File: config.mk
export PLATFORM = sky130hd
export DESIGN_NAME = btop_ovl
export DESIGN_NICKNAME = d
export VERILOG_FILES = /design/src/rtl/core/btop_pkg.sv /design/src/rtl/core/btop_ovl.sv
export SDC_FILE = /design/constraint.sdc
export NUM_CORES = 1
export LEC_CHECK = 0
export ABC_AREA = 1
export BUFFER_PORTS_ARGS = -buffer_cell sky130_fd_sc_hd__buf_2
export CORE_ASPECT_RATIO = 0.75
export CORE_UTILIZATION = 39
export DETAILED_ROUTE_END_ITERATION = 10
export PLACE_DENSITY = 0.93
export SLEW_MARGIN = 20
export SYNTH_ARGS = -nofsm -noshare
export SYNTH_HDL_FRONTEND = slang
export SYNTH_SLANG_ARGS = --single-unit
File: constraint.sdc
create_clock -name vclk -period 1.27
set_input_delay 0.127 -clock vclk [all_inputs]
set_output_delay 0.127 -clock vclk [all_outputs]
set_load 0.01 [all_outputs]
File: src/rtl/core/btop_pkg.sv
// ----------------------------------------------------------------------------
// Box table package
// Shared types, codes and constants for the box table overlap and push-out
// block.
// ----------------------------------------------------------------------------
package btop_pkg;

    localparam int MAX_BOXES_DEF = 256;
    localparam int COORD_W       = 16;
    localparam int VIEW_W        = 15;
    localparam int CFG_IDX_W     = 8;
    localparam int CFG_DATA_W    = 16;
    localparam int HIT_IDX_W     = 8;

    localparam logic [VIEW_W-1:0] VIEW_WIDTH_RST  = 15'd320;
    localparam logic [VIEW_W-1:0] VIEW_HEIGHT_RST = 15'd224;

    typedef logic signed [COORD_W-1:0] t_coord;
    typedef logic signed [1:0]         t_dir;

    typedef enum logic [2:0] {
        KIND_REG   = 3'd0,
        KIND_CLEAR = 3'd1,
        KIND_CULL  = 3'd2,
        KIND_VIEW  = 3'd3,
        KIND_QUERY = 3'd4
    } t_kind;

    typedef enum logic [CFG_IDX_W-1:0] {
        CFG_VIEW_WIDTH  = 8'd0,
        CFG_VIEW_HEIGHT = 8'd1
    } t_cfg_idx;

    typedef struct packed {
        t_coord x0;
        t_coord y0;
        t_coord x1;
        t_coord y1;
    } t_box;

    typedef struct packed {
        logic pos_x;
        logic neg_x;
        logic pos_y;
        logic neg_y;
    } t_push_ctl;

endpackage

File: src/rtl/core/btop_ovl.sv
// ----------------------------------------------------------------------------
// Box table overlap unit
// Strict overlap test of a stored box against the reference box, shared by
// the view update and the query scans.
// ----------------------------------------------------------------------------
module btop_ovl (
    input  btop_pkg::t_box i_box,
    input  btop_pkg::t_box i_ref,
    output logic           o_ovl
);

    assign o_ovl = (i_box.x0 < i_ref.x1) && (i_box.x1 > i_ref.x0) &&
                   (i_box.y0 < i_ref.y1) && (i_box.y1 > i_ref.y0);

endmodule

==> run metrics, run 1 <==
outcome complete, but fails checks; failing checks setup timing; min Tclk post-route 1590 ps; final setup margin -322 ps; Overall Global Routing Usage 19.3%; Post-Place Cell Area 0.00273 mm²; final number of setup-violating endpoints 1; post-synth cell types 17; net switching power 0.419 mW; most frequent cells in the layout buf_2 (123), inv_1 (74), nand2_1 (74), ha_1 (54), a21oi_1 (20); share of layout cells above drive strength 1 42.3%; period utilisation layout 125%; 1st-iter DRT viols 12; Hold WC Path Type in -> out; final count of pins violating max slew 0; Final Wtd Congestion 0.749; setup TNS -322 ps; clock share of power 0%; RSZ-0062 raised after global routing yes; Crit Path Category in -> out; Synth warnings 0; Std-Cell Core Area 0.00420 mm²; most common cell after layout, fill and taps aside buf_2; worst slew pin tran 223 ps; via count 2215; Syn Inst Count 299; sequential power share 0%; Area Growth Syn to Fin 59.2%; Seq/Total Area, Yosys 0%; Comb power frac 100.0%; Die W 79.8 µm; drc violations 0; Synthesized Nets 489; Critical Path Sink Type output pin; die area 0.00482 mm²; dpl cells 494; pin count of the biggest net entering global routing 4; WHS 900 ps; die span in y 60.4 µm; CP Data Arrival Time 1460 ps; Power per Cell Area 310 mW/mm²; Hold Buf Count CTS 0; I/O pin cnt 129; # nets final 632; detailed placer's ending HPWL 4310 µm; crit path max fanout 3; Critical Path RT 1140 ps; per-cell routed wire length 9.25 µm; Sequential Area 0 µm²; antenna violations before repair 0; Pre-antenna DRT Iters 4; peak supply drop 0.166 mV; vias in the first global route 2149; crit path launch type input pin; crit path launch i_ref[63]; sequential cell count 0; leakage dissipation 1.90 nW; row cnt 20; hold path cells 8; final wirelength 4580 µm; remaining antenna violation count 0; final count of hold timing violations 0; Diodes inserted 0; Avg Inst Size Synth 5.92 µm²; Power Internal 0.454 mW; # port buffers 129; cell area after layout 0.00282 mm²; Vias per Instance 4.47; first-pass GRT wire length 7720 µm; Rel. slew slack 85.0%; max-cap violations 0; clock buffer count 0; mapped cell area 0.00177 mm²; Max Fclk 628 MHz; grt total ovfl 0; Layout Cells excl Fill 495; sw frac 48.0%; Initial Utilization 42.1%; HP Start i_ref[48]
## final cells by class
| cell class | instances | area (µm²) |
|---|---|---|
| multi-input combinational | 208 | 1600 |
| timing repair buffer | 141 | 773 |
| inverter | 91 | 374 |
| fill | 368 | 1390 |
| tap | 55 | 68.8 |
## path summary, 6_finish.rpt
kind                end  slack (ps)
setup / recovery  o_ovl        -320
hold / removal    o_ovl         900
## cells in the mapped netlist
master / n / area [µm²]
nor2_2: 2 / 12.5
nand4_1: 3 / 18.8
inv_1: 83 / 312
o21bai_1: 2 / 15.0
nand2_1: 80 / 300
nor2_1: 11 / 41.3
o21ai_0: 3 / 15.0
nand2_2: 3 / 18.8
nand3_1: 10 / 50.1
a21oi_1: 23 / 115
o21ai_1: 1 / 5.00
inv_2: 8 / 30.0
nor3_1: 5 / 25.0
ha_1: 62 / 776
a21o_1: 1 / 7.51
nor2_4: 1 / 11.3
nand3_4: 1 / 17.5
## per-layer routing
layer  track usage, %  vias up  wire (µm)
li1                 -     1207          -
met1             21.4      936       1870
met2             41.9       70       2390
met5                0        -          0
met3             1.35        2        293
met4             1.28        0         20
## critical path, stage by stage
cell	delay, ps
buf_8	90
inv_8	30
ha_4	270
nand2_4	60
nor2_4	130
nand2_2	80
nor2_4	100
nand2_2	70
nand4_1	80
nand2_1	60
nor2_1	100
nand2_1	70
nor2_2	70
buf_2	130
## timing repair
| item | in CTS | in global routing |
|---|---|---|
| setup buffers | 1 | 0 |
| pin swaps | 14 | 0 |
| gates resized for setup | 10 | 11 |
| setup endpoints to repair | 1 | 1 |
## logic make-up after synthesis
family	count (synthesis)	synth area share (%)
adder cells (fa/ha/maj)	62	43.8
AND/OR/NAND/NOR	116	28.0
buffers and inverters	91	19.3
AO/OA/AOI/OAI	30	8.90
## stage by stage
step	power [mW]	setup WS, ps	util [%]
detailed placement	0.834	-465	64.9
finish	0.873	-322	67.1
floorplan	0.481	-56.8	-
global route	1.01	-438	67.1
global placement	0.794	-404	64.9
CTS	0.861	-337	66.0
## power by group through the flow
stage	sequential, mW	combinational [mW]	clock [mW]
global route	0	1.01	0
global placement	0	0.794	0
detailed placement	0	0.834	0
CTS	0	0.861	0
floorplan	0	0.481	0
finish	0	0.873	0
No activity file was read; power rests on OpenSTA's default activity.
==> inputs of run 2 (changes only) <==
--- a/config.mk
+++ b/config.mk
@@ -7,7 +7,7 @@
 export LEC_CHECK = 0
 export ABC_AREA = 1
 export BUFFER_PORTS_ARGS = -buffer_cell sky130_fd_sc_hd__buf_2
-export CORE_ASPECT_RATIO = 0.75
+export CORE_ASPECT_RATIO = 1.25
 export CORE_UTILIZATION = 39
 export DETAILED_ROUTE_END_ITERATION = 10
 export PLACE_DENSITY = 0.93
==> run metrics, run 2 (synthesis gave the netlist of run 1 again) <==
grt total ovfl 0 (unchanged); Critical Path Sink Type output pin (unchanged); Std-Cell Core Area 0.00439 mm² (was 0.00420 mm²); Area Growth Syn to Fin 64.0% (was 59.2%); die span in y 77.3 µm (was 60.4 µm); pin count of the biggest net entering global routing 4 (unchanged); most frequent cells in the layout buf_2 (124), inv_1 (75), nand2_1 (74), ha_1 (48), a21oi_1 (17) (was buf_2 (123), inv_1 (74), nand2_1 (74), ha_1 (54), a21oi_1 (20)); Rel. slew slack 86.2% (was 85.0%); crit path launch type input pin (unchanged); CP Data Arrival Time 1510 ps (was 1460 ps); # nets final 633 (was 632); setup TNS -368 ps (was -322 ps); # port buffers 129 (unchanged); RSZ-0062 raised after global routing yes (unchanged); Sequential Area 0 µm² (unchanged); Initial Utilization 40.3% (was 42.1%); most common cell after layout, fill and taps aside buf_2 (unchanged); Max Fclk 611 MHz (was 628 MHz); final setup margin -368 ps (was -322 ps); WHS 909 ps (was 900 ps); Fillers 387 (was 368); antenna violations before repair 0 (unchanged); remaining antenna violation count 0 (unchanged); crit path max fanout 2 (was 3); Total Power 0.918 mW (was 0.873 mW); share of layout cells above drive strength 1 44.9% (was 42.3%); first-pass GRT wire length 7910 µm (was 7720 µm); Final Wtd Congestion 0.754 (was 0.749); die area 0.00481 mm² (was 0.00482 mm²); max-cap violations 0 (unchanged); failing checks setup timing (unchanged); I/O pin cnt 129 (unchanged); drc violations 0 (unchanged); Hold WC Path Type in -> out (unchanged); vias in the first global route 2176 (was 2149); Die W 62.3 µm (was 79.8 µm); Hold Buf Count CTS 0 (unchanged); worst slew pin tran 205 ps (was 223 ps); Diodes inserted 0 (unchanged); Critical Path RT 1140 ps (about the same); peak supply drop 0.155 mV (was 0.166 mV); 1st-iter DRT viols 46 (was 12); sequential cell count 0 (unchanged); Crit Path Category in -> out (unchanged); leakage dissipation 1.89 nW (was 1.90 nW); dpl cells 497 (was 494); Power per Cell Area 316 mW/mm² (was 310 mW/mm²); final count of pins violating max slew 0 (unchanged); via count 2276 (was 2215); Overall Global Routing Usage 18.9% (was 19.3%); min Tclk post-route 1640 ps (was 1590 ps); period utilisation layout 129% (was 125%); Layout Cells excl Fill 499 (was 495); Vias per Instance 4.56 (was 4.47); row cnt 27 (was 20); final wirelength 4800 µm (was 4580 µm); final number of setup-violating endpoints 1 (unchanged); Post-Place Setup Slack -426 ps (was -465 ps); final count of hold timing violations 0 (unchanged); clock buffer count 0 (unchanged); outcome complete, but fails checks (unchanged); Pre-antenna DRT Iters 4 (unchanged); detailed placer's ending HPWL 4250 µm (was 4310 µm); per-cell routed wire length 9.62 µm (was 9.25 µm)
## run 2: cell types whose count changed in the layout (fill, tap and decap cells not counted), sizes merged
cell / before / now
buf: 141 / 142
## run 2: area by class of cell
cell class,count,area [µm²],share of cell area [%]
inverters,91,374,12.9
multi-input cells,208,1680,57.9
well taps,58,72.6,2.50
repair buffers,142,774,26.7
## run 2: repair_timing
item                                    CTS  global route
pin swaps                                19             1
endpoints found under the setup margin    1             1
buffers inserted                          2             0
endpoints found under the hold margin     0             0
gates resized for setup                  24             4
## run 2: through the flow
stage	utilization [%]	area [µm²]
floorplan	-	1930
global route	66.1	2900
CTS	65.8	2890
global placement	62.2	2730
finish	66.1	2900
detailed placement	62.2	2730
## run 2: per-layer routing
layer	wire length (µm)	global-route usage, %	vias to the layer above
met4	48	1.40	0
met3	277	1.91	6
met5	0	0	-
met2	2700	42.7	84
met1	1770	18.1	980
li1	-	-	1206
## run 2: power by group
group | switching [mW] | total (mW) | internal, mW
Clock | 0 | 0 | 0
Sequential | 0 | 0 | 0
Combinational | 0.440 | 0.918 | 0.478
## run 2: worst paths after layout
check                    to  cells past startpoint  startpoint
worst max-delay path  o_ovl                     12   i_box[53]
worst min-delay path  o_ovl                      8   i_ref[48]
## run 2: critical path, stage by stage
cell,delay [ps]
buf_2,100
ha_1,320
a21oi_2,170
nor2_1,60
nor3_1,120
nand2_1,70
nand2_1,80
nand2_1,50
nand2_1,60
nand3_1,80
nor2_2,130
buf_2,140
==> inputs of run 3 (changes only) <==
--- a/config.mk
+++ b/config.mk
@@ -8,9 +8,9 @@
 export ABC_AREA = 1
 export BUFFER_PORTS_ARGS = -buffer_cell sky130_fd_sc_hd__buf_2
 export CORE_ASPECT_RATIO = 1.25
-export CORE_UTILIZATION = 39
+export CORE_UTILIZATION = 40
 export DETAILED_ROUTE_END_ITERATION = 10
-export PLACE_DENSITY = 0.93
+export PLACE_DENSITY = 0.91
 export SLEW_MARGIN = 20
 export SYNTH_ARGS = -nofsm -noshare
 export SYNTH_HDL_FRONTEND = slang
==> constraint.sdc (replaced) <==
create_clock -name vclk -period 1.6
set_input_delay 0.16 -clock vclk [all_inputs]
set_output_delay 0.16 -clock vclk [all_outputs]
set_load 0.01 [all_outputs]
==> run metrics, run 3 (synthesis gave the netlist of run 1 again) <==
crit path launch type input pin (unchanged); most common cell after layout, fill and taps aside buf_2 (unchanged); Die W 61.5 µm (was 62.3 µm); period utilisation layout 105%; WHS 938 ps (was 909 ps); # Post-CTS Setup Buffers 0 (was 2); final count of hold timing violations 0 (unchanged); Multi-input gate area 0.00161 mm² (was 0.00168 mm²); die span in y 76.4 µm (was 77.3 µm); Post-Place Setup Slack -110 ps (was -426 ps); Hold WC Path Type in -> out (unchanged); vias in the first global route 2198 (was 2176); final wirelength 4840 µm (was 4800 µm); max-cap violations 0 (unchanged); sequential cell count 0 (unchanged); most frequent cells in the layout buf_2 (126), nand2_1 (77), inv_1 (76), ha_1 (52), a21oi_1 (18) (was buf_2 (124), inv_1 (75), nand2_1 (74), ha_1 (48), a21oi_1 (17)); Max Fclk 596 MHz; first-pass GRT wire length 7490 µm (was 7910 µm); Overall Global Routing Usage 19.4% (was 18.9%); pin count of the biggest net entering global routing 4 (unchanged); Initial Utilization 42.5% (was 40.3%); Critical Path Sink Type output pin (unchanged); remaining antenna violation count 0 (unchanged); via count 2274 (was 2276); peak supply drop 0.131 mV (was 0.155 mV); setup TNS -77.1 ps (was -368 ps); row cnt 26 (was 27); worst slew pin tran 184 ps (was 205 ps); outcome complete, but fails checks (unchanged); leakage dissipation 1.84 nW (was 1.89 nW); Power per Cell Area 247 mW/mm² (was 316 mW/mm²); Pre-antenna DRT Iters 4 (unchanged); HP Start i_ref[48] (unchanged); Hold Crit Endpoint o_ovl (unchanged); I/O pin cnt 129 (unchanged); Diodes inserted 0 (unchanged); Vias per Instance 4.64 (was 4.56); clock buffer count 0 (unchanged); crit path max fanout 2 (unchanged); final setup margin -77.1 ps (was -368 ps); final count of pins violating max slew 0 (unchanged); Critical Path RT 1440 ps (was 1140 ps); final number of setup-violating endpoints 1 (unchanged); CP Data Arrival Time 1520 ps (was 1510 ps); antenna violations before repair 0 (unchanged); Final Wtd Congestion 0.780 (was 0.754); detailed placer's ending HPWL 4010 µm (was 4250 µm); share of layout cells above drive strength 1 41.2% (was 44.9%); grt total ovfl 0 (unchanged); hold path cells 8 (unchanged); # nets final 626 (was 633); min Tclk post-route 1680 ps; drc violations 0 (unchanged); Rel. slew slack 87.7% (was 86.2%); Crit Path Category in -> out (unchanged); Hold Buf Count CTS 0 (unchanged); Sequential Area 0 µm² (unchanged); per-cell routed wire length 9.88 µm (was 9.62 µm); Total Power 0.675 mW (was 0.918 mW); failing checks setup timing (unchanged); # port buffers 129 (unchanged); Fillers 341 (was 387); Std-Cell Core Area 0.00416 mm² (was 0.00439 mm²); 1st-iter DRT viols 47 (was 46); die area 0.00470 mm² (was 0.00481 mm²); RSZ-0062 raised after global routing yes (unchanged); Area Growth Syn to Fin 54.4% (was 64.0%)
-- run 3: changes by cell type in the layout (fill, tap and decap cells not counted), moves of 2 or more --
| cell | previous run | this run |
|---|---|---|
| inv_8 | 2 | 0 |
| ha_4 | 14 | 10 |
| nor2_1 | 7 | 10 |
| buf_4 | 14 | 6 |
| nor2_2 | 5 | 2 |
| nand2_1 | 74 | 77 |
| inv_4 | 2 | 0 |
| ha_1 | 48 | 52 |
| nand2_2 | 7 | 4 |
| buf_2 | 124 | 126 |
| inv_2 | 11 | 15 |
-- run 3: layout make-up --
type / instances / share of cell area, %
repair buffers: 135 / 25.9
well taps: 56 / 2.56
multi-input cells: 208 / 59.0
inverters: 91 / 12.5
-- run 3: timing repair --
action / CTS / global route
resized for setup: 16 / 19
pin swaps: 4 / 12
setup endpoints to repair: 1 / 1
cloned: 0 / 0
-- run 3: worst max-delay path by stage --
stage | start | end | slack, ps | cells past startpoint
finish | i_ref[57] | o_ovl | -80 | 15
global route | i_ref[57] | o_ovl | -260 | 15
CTS | i_ref[61] | o_ovl | -40 | 14
detailed placement | i_box[31] | o_ovl | -110 | 14
global placement | i_box[31] | o_ovl | -90 | 13
floorplan | i_ref[63] | o_ovl | 140 | 12
-- run 3: through the flow --
step / area [µm²] / util [%] / std cells
after floorplan: 1770 / - / 299
after global placement: 2530 / 60.8 / 490
after detailed placement: 2530 / 60.8 / 490
after CTS: 2640 / 63.5 / 490
after global routing: 2730 / 65.7 / 490
final: 2730 / 65.7 / 490
-- run 3: per-layer routing --
metal  global-route usage, %  share of wire (%)  up-vias
li1                        -                  -     1192
met1                    17.9                 38      979
met2                    42.0                 54       95
met3                    1.53                6.7        8
met4                    2.67                1.5        0
met5                       0                  0        -
-- run 3: power by group --
group	switching (mW)	internal, mW
Combinational	0.328	0.347
Clock	0	0
Sequential	0	0
-- run 3: worst max-delay path, stage by stage --
cell and delay [ps]:
buf_2 110, inv_2 60, ha_4 190, nand2_1 60
nand2_1 50, nand2_1 80, nand2_1 70, a21oi_2 150
nand3_1 90, nand2_1 70, nand2_1 40, nor2_1 110
nand2_1 70, nor2_2 90, buf_2 130
