`src/rtl/core/btop_pkg.sv`:
```
// ----------------------------------------------------------------------------
// Box table package
// Shared types, codes and constants for the box table overlap and push-out
// block.
// ----------------------------------------------------------------------------
package btop_pkg;

    localparam int MAX_BOXES_DEF = 256;
    localparam int COORD_W       = 16;
    localparam int VIEW_W        = 15;
    localparam int CFG_IDX_W     = 8;
    localparam int CFG_DATA_W    = 16;
    localparam int HIT_IDX_W     = 8;

    localparam logic [VIEW_W-1:0] VIEW_WIDTH_RST  = 15'd320;
    localparam logic [VIEW_W-1:0] VIEW_HEIGHT_RST = 15'd224;

    typedef logic signed [COORD_W-1:0] t_coord;
    typedef logic signed [1:0]         t_dir;

    typedef enum logic [2:0] {
        KIND_REG   = 3'd0,
        KIND_CLEAR = 3'd1,
        KIND_CULL  = 3'd2,
        KIND_VIEW  = 3'd3,
        KIND_QUERY = 3'd4
    } t_kind;

    typedef enum logic [CFG_IDX_W-1:0] {
        CFG_VIEW_WIDTH  = 8'd0,
        CFG_VIEW_HEIGHT = 8'd1
    } t_cfg_idx;

    typedef struct packed {
        t_coord x0;
        t_coord y0;
        t_coord x1;
        t_coord y1;
    } t_box;

    typedef struct packed {
        logic pos_x;
        logic neg_x;
        logic pos_y;
        logic neg_y;
    } t_push_ctl;

endpackage

```
`src/rtl/core/btop_push.sv`:
```
// ----------------------------------------------------------------------------
// Box table push-out unit
// Moves the querying position out of the hit box along the sign of each
// direction component, wrapping at the coordinate width.
// ----------------------------------------------------------------------------
module btop_push (
    input  btop_pkg::t_box      i_hit,
    input  btop_pkg::t_box      i_qry,
    input  btop_pkg::t_coord    i_pos_x,
    input  btop_pkg::t_coord    i_pos_y,
    input  btop_pkg::t_push_ctl i_ctl,
    output btop_pkg::t_coord    o_new_x,
    output btop_pkg::t_coord    o_new_y
);

    always_comb begin
        o_new_x = i_pos_x;
        if (i_ctl.pos_x) begin
            o_new_x = i_pos_x - (i_qry.x1 - i_hit.x0);
        end else if (i_ctl.neg_x) begin
            o_new_x = i_pos_x + (i_hit.x1 - i_qry.x0);
        end
        o_new_y = i_pos_y;
        if (i_ctl.pos_y) begin
            o_new_y = i_pos_y - (i_qry.y1 - i_hit.y0);
        end else if (i_ctl.neg_y) begin
            o_new_y = i_pos_y + (i_hit.y1 - i_qry.y0);
        end
    end

endmodule

```
`config.mk`:
```
export PLATFORM = sky130hd
export DESIGN_NAME = btop_push
export DESIGN_NICKNAME = d
export VERILOG_FILES = /design/src/rtl/core/btop_pkg.sv /design/src/rtl/core/btop_push.sv
export SDC_FILE = /design/constraint.sdc
export NUM_CORES = 1
export LEC_CHECK = 0
export BUFFER_PORTS_ARGS = -buffer_cell sky130_fd_sc_hd__buf_2
export CAP_MARGIN = 20
export CORE_MARGIN = 1
export CORE_UTILIZATION = 35
export DETAILED_ROUTE_END_ITERATION = 10
export PLACE_DENSITY = 0.63
export SYNTH_ARGS = -nofsm -noshare
export SYNTH_HDL_FRONTEND = slang
export SYNTH_SLANG_ARGS = --single-unit
export TNS_END_PERCENT = 10
```
`constraint.sdc`:
```
create_clock -name vclk -period 4.1
set_input_delay 0 -clock vclk [all_inputs]
set_output_delay 0 -clock vclk [all_outputs]
set_load 0.02 [all_outputs]
```
==> key figures, run 1 <==
Placed design
  • Port bufs: 196
  • HPWL Detailed: 11.79 mm
  • Gpl congestion: 0.8504

Pwr
  • Pleak: 3.775 nW
  • Flop pwr share: 0
  • Sw Share: 0.5720
  • Internal: 0.0006740 W
  • Clk pwr share: 0
  • Gate power share: 1.000
  • Switch Pwr: 0.0009005 W
  • Max IR drop VDD: 125.6 uV
  • Power per cell area: 244.1 mW/mm2

Yosys
  • Sequential-to-total area share from yosys stat: 0
  • Post-Synthesis Cells: 733
  • Area leader, netlist: fa_1
  • Share of Yosys cell area claimed by the top area cell type: 0.2271
  • Synth area leaders: fa_1 (23%), ha_1 (15%), inv_1 (15%)
  • Yosys cell types: 53
  • Synth warn: 0
  • Synth Cell Area: 0.005289 mm2
  • Synthesized area per cell: 7.215 um2
  • Net count after synthesis: 1,021

Cells and area
  • Seq cells: 0
  • Nets@finish: 1,206
  • Layout area overhead: 21.98%
  • Sequential cell area: 0 um2
  • # diodes: 0
  • Fraction of layout cells with a size suffix above 1: 0.2249
  • Clock buffers: 0
  • # fillers: 1,530

Route
  • WL met3: 744 um
  • Drt initial violations: 235
  • WL final: 13.28 mm
  • Avg WL per Cell: 12.07 um
  • Via-per-instance ratio: 4.766
  • DRC errors left: 26
  • Met2 WL: 5.995 mm
  • Post-route ant nets: 0
  • Drt pass-1 iters: 8
  • Met1 wire length: 6.496 mm
  • Top Metal Used: met4
  • Via count: 5,243

Run
  • Max-Cap Viols: 0

Global routing
  • Largest net degree at the start of global routing: 32
  • Overflow after GRT: 0
  • Gr usage total: 0.1697
  • First-pass GRT wire length: 22.52 mm
  • Initial antenna violation count: 0
  • Vias in the first global route: 5,082

Critical path
  • Start point of the critical path: i_pos_y[0]
  • Kind of critical path: input port to primary output
  • Startpoint Class: input port
  • Crit path to: o_new_y[14]
  • Worst setup EP type: primary output
  • Crit Path Max Fanout: 3
  • CP Data Arrival Time: 3.07 ns
  • Worst EP required: 4.10 ns

Timing
  • Fmax: 325.5 MHz
  • Final count of hold timing violations: 0
  • Tcrit/Tclk final: 0.7493
  • Pins Over Slew Limit: 0
  • Worst hold slack: 0.4215 ns
  • Slew @ Worst Pin: 0.5754 ns
  • Min Tclk post-route: 3.072 ns
  • Final count of negative-setup-slack endpoints: 0
  • RSZ-0062 raised after global routing: false
  • Setup_tns: 0 ns
  • Rel. slew slack: 0.6164

Floorplanning
  • Die area: 0.01561 mm2
  • Die height: 124.9 um
  • Initial Util: 0.3612
  • Num rows: 44
  • Core area: 0.01464 mm2
  • I/O pin total: 196
  • Die Width: 124.9 um

CTS
  • CTS resizes: 0
  • CTS Hold Bufs: 0
  • Post-CTS setup buffers: 0

Run status
  • Outcome: finished with violations
  • Violated checks: design-rule violations

Worst hold path
  • Min-Delay Path Class: input port to primary output
  • Hold Startpoint: i_pos_x[9]
## metrics by stage
stage | instance area, um2 | power [W] | instances | utilization | worst slack, ns
final | 6451 | 0.001575 | 1100 | 0.4405 | 1.028
after global routing | 6451 | 0.001776 | 1100 | 0.4405 | 0.8109
after CTS | 6451 | 0.001577 | 1100 | 0.4405 | 1.044
after detailed placement | 6451 | 0.001565 | 1100 | 0.4405 | 1.061
after global placement | 6451 | 0.001559 | 1100 | 0.4405 | 1.076
after floorplan | 5289 | 0.001164 | 733 | - | 1.225
## how the worst min path moves through the flow
stage                  end  slack (ns)  depth (start not counted)
3_5_place_dp    o_new_x[9]        0.42                          4
6_report        o_new_x[9]        0.42                          4
2_1_floorplan  o_new_x[13]        0.27                          3
3_3_place_gp    o_new_y[7]        0.43                          4
4_1_cts         o_new_x[9]        0.42                          4
5_1_grt         o_new_y[0]        0.45                          4
## layer usage
metal	vias up	global-route usage
li1	2742	-
met1	2341	0.2422
met2	156	0.2938
met3	4	0.01246
met4	0	0.006456
met5	-	0
## worst max-delay path, cell delays in order
cell and delay (ns):
buf_2 0.09, inv_1 0.06, ha_1 0.27, inv_1 0.04
ha_1 0.21, fa_1 0.49, a211oi_1 0.39, nor2_1 0.09
o31ai_1 0.39, a31oi_1 0.22, nand3_1 0.14, mux2_1 0.32
a22oi_1 0.17, buf_2 0.20
## layout by cell type (no fill, tap or decap), types with 2 or more instances in the layout
| cell type | n |
|---|---|
| inv_1 | 212 |
| buf_2 | 196 |
| ha_1 | 64 |
| fa_1 | 60 |
| a21oi_1 | 45 |
| nand2_1 | 40 |
| o21ai_0 | 39 |
| nor2_1 | 38 |
| xnor2_1 | 27 |
| xor2_1 | 20 |
| a21o_1 | 18 |
| a211oi_1 | 18 |
| nand2b_1 | 14 |
| mux2i_1 | 14 |
| nand3_1 | 9 |
| o21a_1 | 9 |
| o21ai_1 | 8 |
| o211ai_1 | 7 |
| a31oi_1 | 7 |
| nor3_1 | 6 |
| o22ai_1 | 6 |
| o21bai_1 | 5 |
| a211o_1 | 5 |
| nor2b_1 | 4 |
| o211a_1 | 4 |
| or2_2 | 3 |
| o31ai_1 | 3 |
| o31a_1 | 3 |
| a41oi_1 | 3 |
| and3_1 | 2 |
| nand4_1 | 2 |
| or2_1 | 2 |
| nor4_1 | 2 |
| a22oi_1 | 2 |
| mux2_2 | 2 |
## power by group through the flow
stage	clock network (W)	registers, W	logic [W]
after global placement	0	0	0.00156
after CTS	0	0	0.00158
after global routing	0	0	0.00178
final	0	0	0.00157
after detailed placement	0	0	0.00157
after floorplan	0	0	0.00116
## synthesized netlist by cell type, types with 4 or more instances
cell type	n
a21o_1	18
fa_1	60
nand3_1	9
inv_1	212
a211o_1	5
a31oi_1	7
xor2_1	20
nor3_1	6
xnor2_1	27
nand2_1	40
o21ai_1	8
nor2_1	38
o21bai_1	5
ha_1	64
o21ai_0	39
clkbuf_1	10
o22ai_1	6
nor2b_1	4
o211ai_1	7
a211oi_1	18
o211a_1	4
mux2i_1	14
nand2b_1	14
a21oi_1	45
o21a_1	9
## cell type report
class / instances / area, um2 / area share
Multi-Input combinational cell: 508 / 4444 / 0.6889
Inverter: 212 / 795.8 / 0.1234
Timing Repair Buffer: 196 / 980.9 / 0.1521
Tap cell: 184 / 230.2 / 0.03569
## cells by family after synthesis
kind of cell	after synthesis	synth area share
AO/OA/AOI/OAI	193	0.2401
XOR/XNOR	47	0.07783
buffers and inverters	225	0.1597
AND/OR/NAND/NOR	127	0.1110
adder cells (fa/ha/maj)	124	0.3785
multiplexers	17	0.03288
(Power assumes the default switching activity.)
==> run 2, diff against run 1 <==
--- a/config.mk
+++ b/config.mk
@@ -10,7 +10,7 @@
 export CORE_MARGIN = 1
 export CORE_UTILIZATION = 35
 export DETAILED_ROUTE_END_ITERATION = 10
-export PLACE_DENSITY = 0.63
+export PLACE_DENSITY = 0.65
 export SYNTH_ARGS = -nofsm -noshare
 export SYNTH_HDL_FRONTEND = slang
 export SYNTH_SLANG_ARGS = --single-unit
==> constraint.sdc (replaced) <==
create_clock -name vclk -period 2.5
set_input_delay 0 -clock vclk [all_inputs]
set_output_delay 0 -clock vclk [all_outputs]
set_load 0.02 [all_outputs]
==> key figures, run 2 (same netlist as run 1, synthesis figures left out) <==
Floorplanning
  • Core area: 0.01464 mm2
  • Num rows: 44
  • Die Width: 124.9 um
  • I/O pin total: 196
  • Die height: 124.9 um
  • Initial Util: 0.3612
  • Die area: 0.01561 mm2

Global routing
  • First-pass GRT wire length: 24.21 mm
  • Largest net degree at the start of global routing: 31
  • Gr usage total: 0.1825
  • Initial antenna violation count: 0
  • Vias in the first global route: 5,634
  • Overflow after GRT: 0

Route
  • WL final: 14.72 mm
  • Via-per-instance ratio: 4.715
  • Drt initial violations: 271
  • Via count: 5,752
  • DRC errors left: 24
  • Post-route ant nets: 0
  • Avg WL per Cell: 12.06 um
  • Drt pass-1 iters: 7

Timing
  • Rel. slew slack: 0.5875
  • Slew @ Worst Pin: 0.6187 ns
  • Final count of negative-setup-slack endpoints: 12
  • Final count of hold timing violations: 0
  • Fmax: 350.9 MHz
  • Worst setup margin: -0.3498 ns
  • RSZ-0062 raised after global routing: true
  • Tcrit/Tclk final: 1.140
  • Min Tclk post-route: 2.850 ns
  • Pins Over Slew Limit: 0

Run
  • Max-Cap Viols: 0

Pwr
  • Max IR drop VDD: 226.0 uV
  • Pleak: 4.409 nW
  • Power per cell area: 427.1 mW/mm2

Placed design
  • HPWL Detailed: 12.80 mm
  • Gpl congestion: 0.8277
  • Port bufs: 196
  • Pre-CTS setup slack: -0.4086 ns
  • Post-placement cell count: 1,218

Critical path
  • Worst setup EP type: primary output
  • Worst EP required: 2.50 ns
  • CP Data Arrival Time: 2.85 ns
  • Startpoint Class: input port
  • Kind of critical path: input port to primary output
  • Crit Path Max Fanout: 3

Cells and area
  • Seq cells: 0
  • Clock buffers: 0
  • # diodes: 0
  • Multi-input logic area: 0.004725 mm2
  • Sequential cell area: 0 um2
  • Commonest non-fill, non-tap cell in the layout: inv_1
  • Nets@finish: 1,326
  • Layout area overhead: 45.85%
  • Fraction of layout cells with a size suffix above 1: 0.3649
  • # fillers: 1,463
  • Non-filler instance count after layout: 1,220
  • Commonest cells after routing, fill and taps aside: inv_1 (205), buf_2 (177), buf_4 (130)

Worst hold path
  • Hold Startpoint: i_pos_y[7]
  • Hold Path End: o_new_y[7]
  • Worst Hold Depth: 4
  • Min-Delay Path Class: input port to primary output

Run status
  • Outcome: finished with violations
  • Violated checks: design-rule violations, negative setup slack
-- run 2: worst max-delay path by stage --
stage                        to  startpoint
floorplan           o_new_x[13]   i_hit[49]
global placement    o_new_x[14]   i_hit[20]
detailed placement  o_new_x[14]   i_hit[20]
CTS                 o_new_y[12]   i_hit[39]
global route        o_new_x[15]   i_qry[17]
finish              o_new_y[12]   i_hit[39]
-- run 2: final cells by class --
| class | count | share of cell area |
|---|---|---|
| repair buffers | 316 | 0.2545 |
| multi-input cells | 508 | 0.6125 |
| well taps | 184 | 0.02985 |
| inverters | 212 | 0.1032 |
-- run 2: power by group --
group	leakage [nW]	total [W]	internal (W)	switching, W
combinational	4.41	0.00329	0.00160	0.00170
sequential	0	0	0	0
clock	0	0	0	0
total	4.41	0.00329	0.00160	0.00170
-- run 2: through the flow --
| step | setup TNS, ns | hold slack, ns | power [W] | area, um2 | utilization |
|---|---|---|---|---|---|
| 2_1_floorplan | -0.4461 | 0.2757 | 0.001918 | 5300 | - |
| 3_3_place_gp | -4.360 | 0.4302 | 0.002968 | 7348 | 0.5018 |
| 3_5_place_dp | -3.800 | 0.4374 | 0.002997 | 7348 | 0.5018 |
| 4_1_cts | -2.331 | 0.4436 | 0.003120 | 7477 | 0.5106 |
| 5_1_grt | -3.658 | 0.4442 | 0.003641 | 7714 | 0.5267 |
| 6_report | -1.838 | 0.4297 | 0.003294 | 7714 | 0.5267 |
-- run 2: critical path: stages --
cell and delay, ns:
buf_2 0.10, inv_1 0.05, fa_1 0.52, inv_1 0.05, ha_2 0.17, or4_4 0.51
o211a_1 0.25, o31a_1 0.32, o21a_1 0.21, or3_1 0.31, a31o_1 0.23, buf_6 0.13
-- run 2: repair_timing --
item,CTS,global route
pin swaps,12,27
cloned,0,0
gates resized for setup,31,59
setup endpoints to repair,19,21
buffers inserted,1,1
hold buffers,0,0
-- run 2: metal layers --
metal	track usage	wire, um	part of all wire
met5	0	0	0
met4	0.01291	89	0.0060
met3	0.008162	675	0.046
met2	0.3387	7060	0.48
met1	0.2431	6891	0.47
==> run 3, diff against run 2 <==
--- a/config.mk
+++ b/config.mk
@@ -8,9 +8,10 @@
 export BUFFER_PORTS_ARGS = -buffer_cell sky130_fd_sc_hd__buf_2
 export CAP_MARGIN = 20
 export CORE_MARGIN = 1
-export CORE_UTILIZATION = 35
+export CORE_UTILIZATION = 48
 export DETAILED_ROUTE_END_ITERATION = 10
-export PLACE_DENSITY = 0.65
+export PLACE_DENSITY = 0.84
+export REMOVE_ABC_BUFFERS = 1
 export SYNTH_ARGS = -nofsm -noshare
 export SYNTH_HDL_FRONTEND = slang
 export SYNTH_SLANG_ARGS = --single-unit
==> key figures, run 3 (same netlist as run 1, synthesis figures left out) <==
Run status
  • Outcome: finished with violations
  • Violated checks: negative setup slack

Pwr
  • Gate power share: 1.000
  • Clk pwr share: 0
  • Internal: 0.001530 W
  • Power per cell area: 432.5 mW/mm2
  • Sw Share: 0.5243
  • Pleak: 4.319 nW
  • Flop pwr share: 0
  • Max IR drop VDD: 265.7 uV
  • Switch Pwr: 0.001686 W
  • Pwr Total: 0.003216 W

Floorplanning
  • I/O pin total: 196
  • Initial Util: 0.5033
  • Die area: 0.01144 mm2
  • Die height: 107.0 um
  • Die Width: 107.0 um
  • Core area: 0.01051 mm2
  • Num rows: 37

Route
  • Drt pass-1 iters: 4
  • DRC errors left: 0
  • Avg WL per Cell: 13.03 um
  • Via count: 5,823
  • Via-per-instance ratio: 5.042
  • Post-route ant nets: 0
  • Drt initial violations: 208
  • WL final: 15.05 mm

Global routing
  • Overflow after GRT: 0
  • Gr usage total: 0.2528
  • Vias in the first global route: 5,720
  • Largest net degree at the start of global routing: 32
  • Initial antenna violation count: 0
  • First-pass GRT wire length: 23.86 mm

Placed design
  • HPWL Detailed: 12.47 mm
  • Gpl congestion: 0.8761
  • Post-placement cell count: 1,153
  • Port bufs: 196
  • Post-place instance area: 0.007149 mm2

Critical path
  • Worst setup EP type: primary output
  • Startpoint Class: input port
  • Start point of the critical path: i_hit[39]
  • Crit Path Max Fanout: 3
  • Worst EP required: 2.50 ns
  • Kind of critical path: input port to primary output
  • CP Data Arrival Time: 2.85 ns
  • Crit path to: o_new_y[12]

Cells and area
  • Layout area overhead: 40.62%
  • Fin area: 0.007437 mm2
  • # diodes: 0
  • Clock buffers: 0
  • Commonest non-fill, non-tap cell in the layout: inv_1
  • Commonest cells after routing, fill and taps aside: inv_1 (208), buf_2 (183), buf_4 (113)
  • Non-filler instance count after layout: 1,155
  • Fraction of layout cells with a size suffix above 1: 0.3405
  • Nets@finish: 1,309
  • Seq cells: 0
  • Layout Utilization: 0.7077
  • Sequential cell area: 0 um2

Timing
  • Worst setup margin: -0.3510 ns
  • Slew @ Worst Pin: 0.5844 ns
  • Pins Over Slew Limit: 0
  • Fmax: 350.8 MHz
  • Final count of hold timing violations: 0
  • Tcrit/Tclk final: 1.140
  • Final count of negative-setup-slack endpoints: 13
  • Rel. slew slack: 0.6104
  • Min Tclk post-route: 2.851 ns
  • RSZ-0062 raised after global routing: true
  • Setup_tns: -2.007 ns

Worst hold path
  • Min-Delay Path Class: input port to primary output

Run
  • Max-Cap Viols: 0
==> run 3: worst min path at each step <==
stage	slack (ns)	end	cells after the start	startpoint
2_1_floorplan	0.13	o_new_x[10]	1	i_ctl[3]
3_3_place_gp	0.41	o_new_y[0]	4	i_pos_y[0]
3_5_place_dp	0.43	o_new_x[4]	4	i_pos_x[4]
4_1_cts	0.44	o_new_x[0]	4	i_pos_x[0]
5_1_grt	0.48	o_new_y[8]	4	i_pos_y[8]
6_report	0.43	o_new_x[4]	4	i_pos_x[4]
==> run 3: repair_timing <==
action,in CTS,in global routing
endpoints found under the setup margin,19,21
setup buffers,0,2
hold buffers,0,0
pin swaps,16,16
resized for setup,31,33
==> run 3: critical path, cell delays in order <==
cell and delay [ns]:
buf_2 0.09, inv_1 0.05, fa_1 0.53, inv_1 0.05
ha_1 0.19, or4_1 0.54, o211a_1 0.25, o31a_1 0.29
o21a_1 0.19, or3_1 0.30, a31o_1 0.22, buf_2 0.15
==> run 3: area by class of cell <==
cell class,instances,area [um2]
Tap cell,136,170.2
Fill cell,775,3072
Timing Repair Buffer,299,1798
Inverter,212,795.8
Multi-Input combinational cell,508,4673
==> run 3: through the flow <==
stage / hold WS [ns] / setup slack [ns]
detailed placement: 0.4343 / -0.5167
global placement: 0.4120 / -0.4352
CTS: 0.4366 / -0.4312
floorplan: 0.1286 / -0.3753
finish: 0.4334 / -0.3510
global route: 0.4776 / -0.4387
==> run 3: power by group through the flow <==
stage	clock (W)	sequential (W)	combinational (W)
final	0	0	0.00322
after global routing	0	0	0.00354
after CTS	0	0	0.00303
after detailed placement	0	0	0.00292
after global placement	0	0	0.00284
after floorplan	0	0	0.00189
==> run 3: per-layer routing <==
layer  track usage  part of all wire
met3      0.008511             0.045
met2        0.5018              0.53
met4       0.04305             0.014
met5             0                 0
met1        0.3016              0.41
